## src/hw/rtl/sc2key_pkg.sv

```systemverilog
// Shared types, scan code constants and the key lookup table of the scan code translator.
`timescale 1ns / 1ps

package sc2key_pkg;

    localparam int unsigned HALF_SIZE = 89;
    localparam int unsigned TABLE_DEPTH = 2 * HALF_SIZE;

    localparam logic [7:0] SC_PREFIX_E0   = 8'hE0;
    localparam logic [7:0] SC_PREFIX_E1   = 8'hE1;
    localparam logic [7:0] SC_LAST_KEY    = 8'h58;
    localparam logic [7:0] SC_KEYPAD_HOME = 8'h47;
    localparam logic [7:0] SC_CAPS        = 8'h3A;
    localparam logic [7:0] SC_NUM         = 8'h45;
    localparam logic [7:0] SC_LSHIFT_MAKE = 8'h2A;
    localparam logic [7:0] SC_RSHIFT_MAKE = 8'h36;
    localparam logic [7:0] SC_LSHIFT_BRK  = 8'hAA;
    localparam logic [7:0] SC_RSHIFT_BRK  = 8'hB6;
    localparam logic [7:0] SC_CTRL_MAKE   = 8'h1D;
    localparam logic [7:0] SC_CTRL_BRK    = 8'h9D;
    localparam logic [7:0] SC_ALT_MAKE    = 8'h38;
    localparam logic [7:0] SC_ALT_BRK     = 8'hB8;
    localparam logic [7:0] SC_KP_SLASH    = 8'h35;
    localparam logic [7:0] SC_KP_ENTER    = 8'h1C;
    localparam logic [7:0] SC_F1          = 8'h3B;
    localparam logic [7:0] SC_F10         = 8'h44;
    localparam logic [7:0] SC_F11         = 8'h57;
    localparam logic [7:0] SC_F12         = 8'h58;
    localparam logic [7:0] SC_FKEY_SPLIT  = 8'h56;
    localparam logic [7:0] SC_ALT_FIRST   = 8'd30;

    localparam logic [7:0] FKEY_SHIFT_ADJ = 8'd25;
    localparam logic [7:0] FKEY_HIGH_ADJ  = 8'h2E;

    localparam logic [15:0] CHAR_SLASH = 16'h002F;
    localparam logic [15:0] CHAR_CR    = 16'h000D;
    localparam logic [15:0] CHAR_ZERO  = 16'h0030;
    localparam logic [15:0] CHAR_NINE  = 16'h0039;
    localparam logic [15:0] CHAR_LA    = 16'h0061;
    localparam logic [15:0] CHAR_LZ    = 16'h007A;
    localparam logic [15:0] CHAR_UA    = 16'h0041;
    localparam logic [15:0] CHAR_UZ    = 16'h005A;
    localparam logic [15:0] CTRL_LOWER_BASE = 16'h0060;
    localparam logic [15:0] CTRL_UPPER_BASE = 16'h0040;

    localparam logic [1:0] ALT_DIGITS_FULL = 2'd3;

    typedef struct packed {
        logic       prefix_seen;
        logic       caps_on;
        logic       num_on;
        logic [1:0] shift_bits;
        logic [1:0] ctrl_bits;
        logic [1:0] alt_bits;
        logic [1:0] alt_digit_count;
        logic [7:0] alt_code_accum;
    } t_kbd_state;

    typedef struct packed {
        logic        have;
        logic [15:0] key_word;
    } t_key_result;

    localparam t_kbd_state KBD_STATE_RESET = '{
        prefix_seen: 1'b0, caps_on: 1'b0, num_on: 1'b1, shift_bits: 2'b00,
        ctrl_bits: 2'b00, alt_bits: 2'b00, alt_digit_count: 2'b00,
        alt_code_accum: 8'h00
    };

    // Base half first, shifted or numeric half second.
    localparam logic [15:0] KEY_TABLE [0:TABLE_DEPTH-1] = '{
        16'h0000, 16'h001B, 16'h0031, 16'h0032, 16'h0033, 16'h0034, 16'h0035, 16'h0036,
        16'h0037, 16'h0038, 16'h0039, 16'h0030, 16'h002D, 16'h003D, 16'h0008, 16'h0009,
        16'h0071, 16'h0077, 16'h0065, 16'h0072, 16'h0074, 16'h0079, 16'h0075, 16'h0069,
        16'h006F, 16'h0070, 16'h005B, 16'h005D, 16'h000D, 16'h0000, 16'h0061, 16'h0073,
        16'h0064, 16'h0066, 16'h0067, 16'h0068, 16'h006A, 16'h006B, 16'h006C, 16'h003B,
        16'h0027, 16'h0060, 16'h0000, 16'h005C, 16'h007A, 16'h0078, 16'h0063, 16'h0076,
        16'h0062, 16'h006E, 16'h006D, 16'h002C, 16'h002E, 16'h002F, 16'h0000, 16'h002A,
        16'h0000, 16'h0020, 16'h0000, 16'h0000, 16'h0000, 16'h0000, 16'h0000, 16'h0000,
        16'h0000, 16'h0000, 16'h0000, 16'h0000, 16'h0000, 16'h0000, 16'h0000, 16'h4700,
        16'h4800, 16'h4900, 16'h002D, 16'h4B00, 16'h4C00, 16'h4D00, 16'h002B, 16'h4F00,
        16'h5000, 16'h5100, 16'h0030, 16'h002E, 16'h0000, 16'h0000, 16'h0000, 16'h0000,
        16'h0000,
        16'h0000, 16'h001B, 16'h0021, 16'h0040, 16'h0023, 16'h0024, 16'h0025, 16'h005E,
        16'h0026, 16'h002A, 16'h0028, 16'h0029, 16'h005F, 16'h002B, 16'h0008, 16'h0009,
        16'h0051, 16'h0057, 16'h0045, 16'h0052, 16'h0054, 16'h0059, 16'h0055, 16'h0049,
        16'h004F, 16'h0050, 16'h007B, 16'h007D, 16'h000D, 16'h0000, 16'h0041, 16'h0053,
        16'h0044, 16'h0046, 16'h0047, 16'h0048, 16'h004A, 16'h004B, 16'h004C, 16'h003A,
        16'h0022, 16'h007E, 16'h0000, 16'h007C, 16'h005A, 16'h0058, 16'h0043, 16'h0056,
        16'h0042, 16'h004E, 16'h004D, 16'h003C, 16'h003E, 16'h003F, 16'h0000, 16'h002A,
        16'h0000, 16'h0020, 16'h0000, 16'h0000, 16'h0000, 16'h0000, 16'h0000, 16'h0000,
        16'h0000, 16'h0000, 16'h0000, 16'h0000, 16'h0000, 16'h0000, 16'h0000, 16'h0037,
        16'h0038, 16'h0039, 16'h002D, 16'h0034, 16'h0035, 16'h0036, 16'h002B, 16'h0031,
        16'h0032, 16'h0033, 16'h0030, 16'h002E, 16'h0000, 16'h0000, 16'h0000, 16'h0000,
        16'h0000
    };

endpackage

```

## src/hw/rtl/scancode_to_key_translator.sv

```systemverilog
// Top level of the set-1 scan code to key word translator.
`timescale 1ns / 1ps

// Takes one raw set-1 scan code byte per request and returns zero or one 16-bit key
// word: ASCII in the low byte, a control code for Ctrl with a letter, the byte typed by
// Alt-keypad entry, or in the high byte the extended key's scan code or an F-key code.
// Make and release codes that only change modifiers or lock state return nothing.
// A scan code is accepted every clock cycle while the output is not stalled; the
// input register and then the result register lie between accept and key word; a
// stalled output holds the translation logic, which then backs up into the input side.
module scancode_to_key_translator (
    input  logic        i_clk,
    input  logic        i_rst_n,
    input  logic        i_s_tvalid,
    output logic        o_s_tready,
    input  logic [7:0]  i_s_tdata,   // [7:0] scan_code
    output logic        o_m_tvalid,
    input  logic        i_m_tready,
    output logic [15:0] o_m_tdata    // [15:0] key_word
);
    import sc2key_pkg::*;

    logic        r_in_valid;
    logic [7:0]  r_in_code;
    t_kbd_state  r_state;
    logic        r_out_valid;
    logic [15:0] r_out_word;
    t_kbd_state  n_state;
    t_key_result step_res;
    logic        advance;

    sc2key_xlate u_xlate (
        .i_code  (r_in_code),
        .i_state (r_state),
        .o_state (n_state),
        .o_result(step_res)
    );

    assign advance    = r_in_valid && (!r_out_valid || i_m_tready);
    assign o_s_tready = !r_in_valid || advance;
    assign o_m_tvalid = r_out_valid;
    assign o_m_tdata  = r_out_word;

    always_ff @(posedge i_clk) begin
        if (!i_rst_n) begin
            r_in_valid  <= 1'b0;
            r_out_valid <= 1'b0;
            r_state     <= KBD_STATE_RESET;
        end else begin
            if (o_s_tready) begin
                r_in_valid <= i_s_tvalid;
            end
            if (advance) begin
                r_state <= n_state;
            end
            if (advance && step_res.have) begin
                r_out_valid <= 1'b1;
            end else if (i_m_tready) begin
                r_out_valid <= 1'b0;
            end
        end
    end

    always_ff @(posedge i_clk) begin
        if (o_s_tready && i_s_tvalid) begin
            r_in_code <= i_s_tdata;
        end
        if (advance && step_res.have) begin
            r_out_word <= step_res.key_word;
        end
    end

endmodule

```

## src/hw/rtl/sc2key_xlate.sv

```systemverilog
// Combinational translation of one scan code against the keyboard state.
`timescale 1ns / 1ps

module sc2key_xlate (
    input  logic [7:0]             i_code,
    input  sc2key_pkg::t_kbd_state i_state,
    output sc2key_pkg::t_kbd_state o_state,
    output sc2key_pkg::t_key_result o_result
);
    import sc2key_pkg::*;

    t_kbd_state  mod_st;
    t_kbd_state  nx;
    t_key_result res;
    logic        sh;
    logic        up;
    logic        in_range;
    logic [7:0]  base_idx;
    logic [7:0]  sel_idx;
    logic [7:0]  num_idx;
    logic [15:0] base_ent;
    logic [15:0] sel_ent;
    logic [15:0] num_ent;
    logic [7:0]  fkey_adj;
    logic [7:0]  fkey_code;
    logic [7:0]  accum_x10;

    always_comb begin
        mod_st = i_state;
        case (i_code)
            SC_CAPS:        mod_st.caps_on = ~i_state.caps_on;
            SC_NUM:         mod_st.num_on = ~i_state.num_on;
            SC_LSHIFT_MAKE: mod_st.shift_bits = i_state.shift_bits | 2'b01;
            SC_RSHIFT_MAKE: mod_st.shift_bits = i_state.shift_bits | 2'b10;
            SC_LSHIFT_BRK:  mod_st.shift_bits = i_state.shift_bits & 2'b10;
            SC_RSHIFT_BRK:  mod_st.shift_bits = i_state.shift_bits & 2'b01;
            SC_CTRL_MAKE:   mod_st.ctrl_bits = i_state.ctrl_bits | 2'b10;
            SC_CTRL_BRK:    mod_st.ctrl_bits = i_state.ctrl_bits & 2'b01;
            SC_ALT_MAKE:    mod_st.alt_bits = i_state.alt_bits | 2'b10;
            SC_ALT_BRK:     mod_st.alt_bits = i_state.alt_bits & 2'b01;
            default: begin
            end
        endcase

        sh = (mod_st.shift_bits != 2'b00) != mod_st.caps_on;
        up = (i_code < SC_KEYPAD_HOME) ? sh : mod_st.num_on;
        in_range = (i_code <= SC_LAST_KEY);
        base_idx = in_range ? i_code : 8'd0;
        num_idx  = base_idx + 8'(HALF_SIZE);
        sel_idx  = up ? num_idx : base_idx;
        base_ent = KEY_TABLE[base_idx];
        sel_ent  = KEY_TABLE[sel_idx];
        num_ent  = KEY_TABLE[num_idx];

        fkey_adj  = (i_code > SC_FKEY_SPLIT) ? (FKEY_HIGH_ADJ + {6'd0, up, 1'b0})
                                             : (up ? FKEY_SHIFT_ADJ : 8'd0);
        fkey_code = i_code + fkey_adj;
        accum_x10 = {i_state.alt_code_accum[4:0], 3'b000}
                  + {i_state.alt_code_accum[6:0], 1'b0};

        nx = i_state;
        res.have = 1'b0;
        res.key_word = 16'h0000;

        if (i_state.prefix_seen) begin
            case (i_code)
                SC_CTRL_MAKE: nx.ctrl_bits = i_state.ctrl_bits | 2'b01;
                SC_CTRL_BRK:  nx.ctrl_bits = i_state.ctrl_bits & 2'b10;
                SC_ALT_MAKE:  nx.alt_bits = i_state.alt_bits | 2'b01;
                SC_ALT_BRK:   nx.alt_bits = i_state.alt_bits & 2'b10;
                SC_KP_SLASH: begin
                    res.have = 1'b1;
                    res.key_word = CHAR_SLASH;
                end
                SC_KP_ENTER: begin
                    res.have = 1'b1;
                    res.key_word = CHAR_CR;
                end
                default: begin
                    if (!i_code[7] && i_code != SC_LSHIFT_MAKE) begin
                        res.have = 1'b1;
                        res.key_word = {i_code, 8'h00};
                    end
                end
            endcase
        end else begin
            nx = mod_st;
            if (i_code != SC_PREFIX_E0 && i_code != SC_PREFIX_E1 && in_range) begin
                if (base_ent != 16'h0000) begin
                    if (mod_st.alt_bits != 2'b00) begin
                        if (i_code > SC_ALT_FIRST && num_ent >= CHAR_ZERO
                                && num_ent <= CHAR_NINE) begin
                            nx.alt_digit_count = mod_st.alt_digit_count + 2'd1;
                            nx.alt_code_accum = accum_x10 + {4'd0, num_ent[3:0]};
                        end
                    end else begin
                        res.have = 1'b1;
                        if (mod_st.ctrl_bits != 2'b00 && sel_ent >= CHAR_LA
                                && sel_ent <= CHAR_LZ) begin
                            res.key_word = sel_ent - CTRL_LOWER_BASE;
                        end else if (mod_st.ctrl_bits != 2'b00 && sel_ent >= CHAR_UA
                                && sel_ent <= CHAR_UZ) begin
                            res.key_word = sel_ent - CTRL_UPPER_BASE;
                        end else begin
                            res.key_word = sel_ent;
                        end
                    end
                end else if (i_code inside {[SC_F1:SC_F10], SC_F11, SC_F12}) begin
                    res.have = 1'b1;
                    res.key_word = {fkey_code, 8'h00};
                end
            end
        end

        nx.prefix_seen = (i_code == SC_PREFIX_E0);

        if (nx.alt_digit_count == ALT_DIGITS_FULL
                || (nx.alt_digit_count != 2'd0 && nx.alt_bits == 2'b00)) begin
            res.have = 1'b1;
            res.key_word = {8'h00, nx.alt_code_accum};
            nx.alt_digit_count = 2'd0;
            nx.alt_code_accum = 8'h00;
        end

        o_state = nx;
        o_result = res;
    end

endmodule

```

## config.mk

```make
export PLATFORM = sky130hd
export DESIGN_NAME = scancode_to_key_translator
export DESIGN_NICKNAME = d
export VERILOG_FILES = /design/src/hw/rtl/sc2key_pkg.sv /design/src/hw/rtl/scancode_to_key_translator.sv /design/src/hw/rtl/sc2key_xlate.sv
export SDC_FILE = /design/constraint.sdc
export NUM_CORES = 1
export LEC_CHECK = 0
export BUFFER_PORTS_ARGS = -buffer_cell sky130_fd_sc_hd__buf_2
export CAP_MARGIN = 10
export CORE_UTILIZATION = 36
export DETAILED_ROUTE_END_ITERATION = 10
export REMOVE_ABC_BUFFERS = 1
export SLEW_MARGIN = 5
export SYNTH_ARGS = -nofsm -noshare
export SYNTH_HDL_FRONTEND = slang
export SYNTH_SLANG_ARGS = --single-unit
```

## constraint.sdc

```tcl
create_clock -name i_clk -period 9.53 [get_ports i_clk]
set_input_delay 0.4765 -clock i_clk [delete_from_list [all_inputs] [get_ports i_clk]]
set_output_delay 0.4765 -clock i_clk [all_outputs]
set_load 0.005 [all_outputs]
```

# After elaboration in Yosys (flattened, before gate mapping)
# Memory sizes are Yosys's and may differ from the RTL's.
# Index checks and enable logic that the tools add are counted.
# totals
in_bits	12
ff_bits	45
mem_bits_ro	12288
memories	3
elab_cells	135
# memory_table
name	depth	word_bits	rd	rd_clocked_by_memory_dff	wr	line	rtl
(no name shown)	256	16	1	0	0	sc2key_xlate.sv:51	base_ent = KEY_TABLE[base_idx];
(no name shown)	256	16	1	0	0	sc2key_xlate.sv:52	sel_ent = KEY_TABLE[sel_idx];
(no name shown)	256	16	1	0	0	sc2key_xlate.sv:53	num_ent = KEY_TABLE[num_idx];
# op_classes
reduce_logical	31
n_addsub	8
n_eq_ne	21
n_bitwise	6
magnitude_cmp	15
mux	37
# op_table
op	count
two-way mux 16 bit	8
two-way mux 17 bit	7
two-way mux 10 bit	6
case mux 17 bit (3 select lines)	1
equality test 8 x 6 -> 1 bit (second input constant)	5
equality test 8 bit (second input constant)	5
greater-or-equal comparator 16 x 7 -> 1 bit (second input constant)	2
<= comparator 16 x 7 -> 1 bit (second input constant)	2
subtractor 16 x 7 -> 16 bit (second input constant)	2
greater-or-equal comparator 9 bit (second input constant)	3
NOT 8 -> 9 bit	3
equality test 8 x 7 -> 1 bit (second input constant)	3
two-way mux 8 bit	3
adder 8 bit	2
equality test 8 x 5 -> 1 bit (second input constant)	2
greater-or-equal comparator 16 x 6 -> 1 bit (second input constant)	1
<= comparator 16 x 6 -> 1 bit (second input constant)	1
<= comparator 8 x 7 -> 1 bit (second input constant)	2
!= test 8 bit (second input constant)	2
nonzero test 16 bit	1
logical AND 1 bit	14
nonzero test 2 bit	5
adder 8 x 4 -> 8 bit	1
adder 8 x 7 -> 8 bit (second input constant)	1
other kinds (23)	36

# Longest topological paths before layout
# depth
word_depth	22
depth_mapped	30
depth_no_buf	25

# Modules after synthesis
# From an unflattened synthesis, not the netlist that was laid out.
# hier_totals
cells_unflattened	1195
area_unflattened_um2	8338.0
# by_module_without_submodules
module	n_inst	area_per_inst_um2	seq_area_each_um2	cells_per_inst
sc2key_xlate	1	6737.7	0.0	1076
scancode_to_key_translator	1	1600.3	1141.1	119

# Worst setup path before layout
# Ideal clock, no wire load.
# synth_path
kind	register to register
from	register r_in_code[7]
to	register r_out_word[9], in the netlist o_m_tdata[9] (data pin)
required_time_ns	9.273
setup_ns	0.257
path_buffers	6
path_slack_ns	2.628
arrival_ns	6.645
stages_incl_launch_ff	30
cell_sequence	edfxtp_1 -> buf_2 -> nor2_1 -> o21ai_1 -> clkinv_1 -> ha_1 -> clkbuf_1 -> inv_1 -> ha_1 -> clkbuf_1 -> nand2_1 -> o22ai_1 -> mux2_4 -> a211oi_4 -> inv_2 -> buf_2 -> buf_2 -> o41ai_1 -> a21oi_1 -> a211o_1 -> nand2_1 -> ha_1 -> ha_1 -> nand4bb_1 -> or4_1 -> a21oi_2 -> or2_2 -> buf_4 -> o2111ai_1 -> a32o_1
# synth_via
elab_chain_len	19
elab_cells_between_ends	95
classes_between	5 x add/sub; 12 x order compare; 19 x eq/ne; 32 x mux; 3 x bitwise; 21 x reduce/logical; 3 x memory
# synth_rtl
element	line	rtl
start, declared	scancode_to_key_translator.sv:24	logic [7:0] r_in_code;
start signal, assigned	scancode_to_key_translator.sv:66	r_in_code <= i_s_tdata;
branches (longest 19 deep; another with memory (256 x 16 bit))	n/a	
end signal, assigned	scancode_to_key_translator.sv:69	r_out_word <= step_res.key_word;
end, declared	scancode_to_key_translator.sv:27	logic [15:0] r_out_word;
# Parallel ways; which one is timed is not known. The select of a mux whose other input is x is not followed.
# A chain may end at the register's enable or synchronous reset.

# Worst setup path in the final report
# layout_path
from	register r_in_code[4]
to	register r_out_word[9], in the netlist o_m_tdata[9] (data pin)
# Same word-level chain as after synthesis.

==> flow_summary_export.csv <==
group,metric,value,unit
status,status,"complete, no violations",
clock_network,insertion_delay,0.30,ns
clock_network,tritoncts,"done",
global_route,grtUsageTotal,26.69,%
power_and_ir_drop,sw_frac_of_total,47.09,%
detailed_routing,drt_pass1_iterations,8,
floorplan,coreArea,0.02209,sq mm
detailed_routing,drt_iter0_drc,1427,
clock_network,cts_buffer_depth,2,
timing,setup-tns-final,0,ns
setup_path,endpoint_kind,"register",
synthesis,yosysSeqAreaShare,13.87,%
timing,hold_viol_final,0,
layout,antennaDiodeCount,0,
timing,max_slew_margin,26.42,%
power_and_ir_drop,power,0.0009136,W
setup_path,rr_endpoint,"o_m_tdata[9]",
clock_network,cts_hold_buffers,0,
timing,skew,0.01116,ns
setup_path,r2r_cells,23,
global_route,grt_pass1_wl,50.11,mm
detailed_routing,wl,32.07,mm
layout,multi_input_area,0.006479,sq mm
layout,seqCellArea,0.001141,sq mm
floorplan,dieArea,0.02346,sq mm
timing,setup_ws,1.986,ns
timing,slew_viol_final,0,
clock_network,path_clk_slew,0.07,ns
synthesis,synthTopCellsByCount,"nand2_1 (112), a21oi_1 (95), nor2_1 (95)",
power_and_ir_drop,p_int,0.0004833,W
layout,instances_no_fill,1394,
hold_path,holdPathStages,2,
clock_network,cts_buffers,5,
power_and_ir_drop,seq_power_share,23.2,%
synthesis,synth_area,0.008227,sq mm
synthesis,yosys_warnings,0,
synthesis,synthArstFlopShare,0,%
hold_path,hold-path-endpoint,"r_state[16]",
timing,worstMarginPinSlew,1.100,ns
synthesis,synth_area_leaders,"ha_1 (9.4%), edfxtp_1 (8.8%), a21oi_1 (5.8%)",
setup_path,rrSetupSlack,1.99,ns
power_and_ir_drop,power_frac_comb,57.0,%
synthesis,yosys_register_bits,45,
global_route,grt.overflow.total,0,
placement,dpl.cell_count,1386,
floorplan,io_pins,30,
placement,dp_hpwl,22.82,mm
floorplan,die_w,153.2,microns
layout,drive_gt1_share,11.13,%
detailed_routing,via_per_inst,6.859,
placement,numPortBuffers,29,
floorplan,rows,54,
run,max-cap-violations,0,
setup_path,startpoint_type,"register",
synthesis,yosysTopAreaCellShare,9.430,%
setup_path,crit_type,"reg -> reg",
placement,routabilityCongestion,1.032,
hold_path,holdCritPathClass,"in -> reg",
timing,fmax,0.1325,GHz
global_route,antenna_found_initial,0,
clock_network,cts_resized,0,
power_and_ir_drop,p_per_area,105.1,mW/mm^2
hold_path,worstHoldStart,"i_rst_n",
synthesis,yosysMostFrequentCell,"nand2_1",
synthesis,syn_inst,1142,
layout,area_delta_synth_final,5.703,%
layout,fill_cells,2334,
clock_network,clock_sinks,45,
power_and_ir_drop,leakagePower,3.189,nW
clock_network,postCtsSetupBuffers,0,
detailed_routing,drc,0,
synthesis,ys_types,102,
setup_path,cp.required,9.58,ns
detailed_routing,wl_per_cell,23.01,microns
power_and_ir_drop,p_sw,0.0004302,W
timing,setup_violations,0,
power_and_ir_drop,ir_drop,0.00006937,V
power_and_ir_drop,power_frac_clock,19.8,%
synthesis,synth_flop_cell,"edfxtp_1",
placement,place_area,0.008543,sq mm
timing,fin_crit_sh,79.16,%
clock_network,htree_levels,2,
placement,dp_slack,2.189,ns
setup_path,cp_max_fo,30,
layout,final_nets,1190,
layout,fin_area,0.008696,sq mm
global_route,grt_max_degree,57,
synthesis,synth_edf_count,24,
clock_network,cts_root_buf,"clkbuf_16",
timing,period_minus_slack,7.544,ns
synthesis,synth_area_per_cell,7.204,sq um
setup_path,critical_path_arrival,7.59,ns
detailed_routing,routed-via-count,9561,
floorplan,initial_utilization,37.24,%
synthesis,synth_top_cell_by_area,"ha_1",
timing,rsz0062_at_grt,"no",
detailed_routing,ant_nets,0,
setup_path,r2r-start,"r_in_code[4]",
global_route,grt_pass1_vias,8621,
floorplan,die_h,153.2,microns
area by class of cell:
class	count	share of cell area (%)
Tap cell	280	4.029
Clock buffer	6	1.597
Sequential cell	45	13.12
Timing Repair Buffer	64	4.691
Inverter	44	1.899
Clock inverter	2	0.1583
Multi-Input combinational cell	953	74.50
layer usage:
metal  GRT usage, %  vias up  wire (microns)
li1               -     4302               -
met1          38.35     4489           13850
met2          39.36      655           13450
met3          3.941      115            3367
met4          11.21        0            1400
met5              0        -               0
through the flow:
stage / hold slack (ns) / utilization (%)
global placement: 0.4400 / 38.67
finish: 0.3444 / 39.36
CTS: 0.3411 / 39.36
global route: 0.3432 / 39.36
detailed placement: 0.4612 / 38.67
floorplan: 0.4312 / -
cells in the final DEF, fill, tap and decap left out, types with 7 or more instances in the layout:
master	n
nand2_1	112
a31oi_1	19
or3_1	10
o21ai_1	10
a21o_1	19
a211oi_1	22
inv_1	35
nand2b_1	9
dfxtp_1	21
o21ai_0	70
buf_4	35
nand3_1	46
edfxtp_1	24
nor2_1	95
a221oi_1	8
ha_1	62
o2111ai_1	7
o22ai_1	19
a21oi_1	93
nand4_1	16
o211ai_1	34
mux2i_1	24
a211o_1	10
nor4_1	14
o31ai_1	8
buf_2	29
o221ai_1	10
nor3_1	27
and2_1	12
xnor2_1	21
nor2b_1	7
flip-flops by register name, indices dropped and copies added (netlist names):
signal / flops
r_state: 19
r_in_valid: 1
o_m_tdata: 16
o_m_tvalid: 1
r_in_code: 8
cells by family (layout without fill, tap and decap cells):
kind of cell	after synthesis	in the layout	share of synthesized area [%]
mux	33	33	4.608
compound gates	435	435	36.71
flops	45	45	13.87
xor+xnor	28	28	3.255
simple gates	392	392	23.67
fa+ha+maj	65	65	10.16
buf+inv	144	116	7.726
worst max-delay path, stage by stage (launching register included):
cell	delay, ns
edfxtp_1	0.37
buf_4	0.35
nor4bb_1	0.64
and2_1	0.45
xnor2_2	0.16
xnor2_2	0.36
a21oi_2	0.12
inv_2	0.30
o221ai_1	0.48
inv_1	0.49
ha_1	0.50
nand2_1	0.25
a211o_1	0.35
o2111a_1	0.15
a211o_1	0.24
nand2_1	0.18
ha_1	0.25
ha_1	0.16
nand4bb_1	0.09
or4_1	0.43
a21oi_2	0.22
or2_2	0.23
o2111ai_1	0.15
a32o_1	0.32
power by group through the flow:
stage / Clock, W / Combinational [W] / Sequential, W
after global routing: 0.000192 / 0.000554 / 0.000213
after global placement: 0 / 0.000501 / 0.000216
after detailed placement: 0 / 0.000499 / 0.000216
after floorplan: 0 / 0.000333 / 0.000224
after CTS: 0.000185 / 0.000501 / 0.000212
final: 0.000181 / 0.000520 / 0.000212
worst max path at each step:
stage          slack [ns]  depth (start not counted)          from      endpoint
2_1_floorplan        0.87                         25  r_in_code[3]  o_m_tdata[9]
3_3_place_gp         2.24                         22  r_in_code[4]  o_m_tdata[6]
3_5_place_dp         2.19                         24  r_in_code[3]  o_m_tdata[9]
4_1_cts              2.16                         24  r_in_code[3]  o_m_tdata[9]
5_1_grt              1.54                         24  r_in_code[3]  o_m_tdata[9]
6_report             1.99                         23  r_in_code[4]  o_m_tdata[9]
(Power assumes the default switching activity.)
